File: src/rtl/core/ukt_pkg.sv
// ----------------------------------------------------------------------------
// ukt_pkg
// Shared constants, operation and status codes, and the command and status
// bundles that pass between the unordered key table controller and datapath.
// ----------------------------------------------------------------------------
package ukt_pkg;

  localparam int DEPTH      = 64;
  localparam int DATA_WIDTH = 32;
  localparam int KEY_W      = 32;
  localparam int IDX_W      = $clog2(DEPTH);
  localparam int CNT_W      = $clog2(DEPTH + 1);
  localparam int CAP_W      = 7;
  localparam int OP_W       = 2;
  localparam int ST_W       = 2;

  localparam logic [CAP_W-1:0] CAP_RESET = CAP_W'(64);

  localparam logic [OP_W-1:0] OP_SEARCH = 2'd0;
  localparam logic [OP_W-1:0] OP_INSERT = 2'd1;
  localparam logic [OP_W-1:0] OP_REMOVE = 2'd2;

  localparam logic [ST_W-1:0] ST_OK   = 2'd0;
  localparam logic [ST_W-1:0] ST_FULL = 2'd1;
  localparam logic [ST_W-1:0] ST_MISS = 2'd2;

  typedef struct packed {
    logic start;     // latch request, reset scan pointer
    logic scan;      // walk the key store
    logic insert;    // append or report full
    logic nop;       // unused operation code
    logic move_rd;   // read last entry
    logic move_wr;   // write last entry into the hole, drop count
    logic load_out;  // move result into the output register
  } cmd_t;

  typedef struct packed {
    logic [OP_W-1:0] op;
    logic            hit;
    logic            miss;
    logic            out_free;
  } sts_t;

endpackage

File: src/rtl/core/ukt_ctrl.sv
// ----------------------------------------------------------------------------
// ukt_ctrl
// Sequencer for the unordered key table: dispatches each transaction to a
// scan, insert or remove sequence and hands the result to the output stage.
// ----------------------------------------------------------------------------
module ukt_ctrl
  import ukt_pkg::*;
(
  input  logic clk,
  input  logic rst,
  input  logic in_valid,
  output logic in_ready,
  input  sts_t sts,
  output cmd_t cmd
);

  typedef enum logic [6:0] {
    S_IDLE     = 7'b0000001,
    S_DISPATCH = 7'b0000010,
    S_SCAN     = 7'b0000100,
    S_INSERT   = 7'b0001000,
    S_MOVE_RD  = 7'b0010000,
    S_MOVE_WR  = 7'b0100000,
    S_DONE     = 7'b1000000
  } state_t;

  state_t state, state_next;

  always_ff @(posedge clk) begin
    if (rst) begin
      state <= S_IDLE;
    end else begin
      state <= state_next;
    end
  end

  assign in_ready = (state == S_IDLE);

  always_comb begin
    state_next = state;
    cmd        = '0;
    unique case (state)
      S_IDLE: begin
        if (in_valid) begin
          cmd.start  = 1'b1;
          state_next = S_DISPATCH;
        end
      end
      S_DISPATCH: begin
        priority if (sts.op == OP_INSERT) begin
          state_next = S_INSERT;
        end else if (sts.op == OP_SEARCH || sts.op == OP_REMOVE) begin
          state_next = S_SCAN;
        end else begin
          cmd.nop    = 1'b1;
          state_next = S_DONE;
        end
      end
      S_SCAN: begin
        cmd.scan = 1'b1;
        if (sts.hit) begin
          state_next = (sts.op == OP_REMOVE) ? S_MOVE_RD : S_DONE;
        end else if (sts.miss) begin
          state_next = S_DONE;
        end
      end
      S_INSERT: begin
        cmd.insert = 1'b1;
        state_next = S_DONE;
      end
      S_MOVE_RD: begin
        cmd.move_rd = 1'b1;
        state_next  = S_MOVE_WR;
      end
      S_MOVE_WR: begin
        cmd.move_wr = 1'b1;
        state_next  = S_DONE;
      end
      S_DONE: begin
        if (sts.out_free) begin
          cmd.load_out = 1'b1;
          state_next   = S_IDLE;
        end
      end
      default: begin
        state_next = S_IDLE;
      end
    endcase
  end

endmodule

File: config.mk
export PLATFORM = sky130hd
export DESIGN_NAME = ukt_ctrl
export DESIGN_NICKNAME = d
export VERILOG_FILES = /design/src/rtl/core/ukt_pkg.sv /design/src/rtl/core/ukt_ctrl.sv
export SDC_FILE = /design/constraint.sdc
export NUM_CORES = 1
export LEC_CHECK = 0
export ABC_AREA = 1
export BUFFER_PORTS_ARGS = -buffer_cell sky130_fd_sc_hd__buf_2
export CAP_MARGIN = 20
export CORE_AREA = 2 2 39 41
export DETAILED_ROUTE_END_ITERATION = 10
export DIE_AREA = 0 0 41 43
export SLEW_MARGIN = 30
export SYNTH_ARGS = -nofsm -noshare
export SYNTH_HDL_FRONTEND = slang
export SYNTH_SLANG_ARGS = --single-unit
File: constraint.sdc
create_clock -name clk -period 1.3 [get_ports clk]
set_input_delay 0.13 -clock clk [delete_from_list [all_inputs] [get_ports clk]]
set_output_delay 0.13 -clock clk [all_outputs]
set_load 0.01 [all_outputs]
==> flow_summary.toml <==
[sta]
fin_setup_tns_ns = -0.205
whs_ns = 0.0665
rsz0062_at_grt = "yes"
setup_viol = 7
period_share_pct = 105
worst_slack_ns = -0.0697
relSlewSlack_pct = 83.2
tightest_slew_ns = 0.250
finClkSkew_ns = 0.00357
min_period_ns = 1.37
fmax_ghz = 0.730
final_max_slew_viol_count = 0
finalHoldViolations = 0

[placement]
gp_congestion = 0.804
port_buffers = 15
place_area_um2 = 629
dp_hpwl_um = 943

[die]
die_area_um2 = 1760
pin_count = 16
initial_core_util_pct = 38.6
die_h_um = 43
die_w_um = 41
row_count = 14
core_um2 = 1380

[clock_network]
holdBufCountCts = 0
cts_max_level = 1
root_buffer = "clkbuf_4"
clock_path_buffers = 2
cts_tree = "yes"
cts_sinks = 7
cts_buffers = 3
clkTransAtPathRegs_ns = 0.06
clk-insertion-delay-late_ns = 0.26

[logic_synthesis]
ys_ff_latch = 7
syn_area_um2 = 534
synth_area_leader_cell = "dfxtp_1"
syn_nets = 87
yosys_warnings = 0
synth_top_area_share_pct = 26.2
yosys-top-cells-area = "dfxtp_1 26%, nand2_1 9.1%, nand3_1 8.4%"
synth.distinct_cells = 17
syn_avg_cell_area_um2 = 6.76
ys_seq_area_share_pct = 26.2
synthCells = 79

[run_status]
violations = "negative setup slack"
status = "finished with violations"

[route]
vias = 573
drt_iter0_drc = 5
via_per_inst = 4.74
routed_wl_mm = 1.29
drtPass1Iterations = 3
wl_per_cell_um = 10.7
ant_nets = 0
drc = 0

[layout]
nets = 114
design_area_um2 = 796
drive_above_1_share_pct = 61.0
largest_reg_flops = 7
area_growth_syn_to_layout_pct = 48.9
top_regs = "state x7"
antennaDiodeCount = 0
largest-register = "state"

[global_route]
grt_pass1_vias = 495
grtUsageTotal_pct = 16.2
grt-ovfl-total = 0
grt_pass1_wl_mm = 1.94
antenna_found_initial = 0
grt_max_degree = 8

[pwr]
power.density_nw_per_um2 = 752
leakage_uw = 0.000373
irDropWorstVdd_v = 0.000473

[job]
maxCapViolCount = 0

[worst_setup_path]
cp_max_fo = 5
startpoint_type = "flip-flop"
path_class = "flip-flop to primary output"
crit_required_ns = 1.17
cp.arrival_ns = 1.24
crit_path_end_kind = "primary output"

[worst_hold_path]
hp-class = "primary input to flip-flop"
## worst max-delay path: stages (launching register included)
cell	delay [ns]
dfxtp_4	0.36
inv_4	0.08
nand3_4	0.11
nor2_4	0.16
and3_1	0.15
buf_2	0.12
## power breakdown
group          internal [uW]  total [uW]  leakage, uW  switching, uW
combinational           70.2         158     0.000298           87.4
clock                    118         208    0.0000150           89.8
sequential               219         233    0.0000604           13.7
total                    407         598     0.000373            191
## repair_timing
| action | in CTS | in global routing |
|---|---|---|
| gates resized for setup | 8 | 21 |
| setup buffers | 2 | 5 |
| pin swaps | 5 | 7 |
| endpoints found under the setup margin | 4 | 10 |
## cell families (layout without fill, tap and decap cells)
group	after synthesis	after routing	synth area share [%]
DFF	7	7	26.2
buffers and inverters	13	39	9.13
and+or+nand+nor	57	57	62.8
AOI/OAI and AO/OA	2	2	1.87
## cells in the mapped netlist
cell type / number
a21oi_1: 2
nor3_1: 2
nor2_1: 10
nor4_1: 3
nand2_4: 2
nand3_1: 9
nor2_2: 7
dfxtp_1: 7
nand2_2: 2
nand3b_1: 1
inv_2: 6
nand2_1: 13
and3_1: 1
nand3_4: 1
nand3_2: 2
inv_1: 7
nor2_4: 4
## metrics by stage
stage,power (uW),worst slack [ns],cells,utilization (%)
after CTS,573,-0.0717,116,49.7
after detailed placement,365,0.0995,110,45.5
after floorplan,325,0.153,79,-
after global routing,634,-0.147,121,57.5
after global placement,364,0.0960,110,45.5
final,598,-0.0697,121,57.5
## cells in the final DEF (no fill, tap or decap), types with 4 or more instances in the layout
cell type	Yosys	final
nor2_1	10	7
nand3_1	9	8
nand2_1	13	11
nor2_4	4	7
nor2_2	7	7
dfxtp_2	0	4
inv_2	6	4
buf_2	0	13
buf_6	0	4
buf_4	0	5
inv_1	7	6
## path summary, 6_finish.rpt
| path | cells past startpoint | slack [ns] | to | start |
|---|---|---|---|---|
| hold / removal | 2 | 0.07 | state[3] | sts[4] |
| setup reg to reg | 9 | 0.09 | state[0] | state[6] |
| hold reg to reg | 2 | 0.52 | state[5] | state[4] |
| setup / recovery | 5 | -0.07 | cmd[3] | state[6] |
## layout make-up
type,instances,area (um^2)
clock buffer,4,26.3
sequential,7,156
tap,16,20.0
timing repair buffer,22,148
multi-input combinational,59,389
fill,129,588
inverter,13,56.3
## metal layers
metal	global-route usage, %	vias to the layer above	part of all wire [%]
met1	20.9	254	44
met4	6.00	0	0.77
met3	4.71	2	3.9
met5	0	-	0
li1	-	308	-
met2	24.4	9	51
No activity file was read; power rests on OpenSTA's default activity.
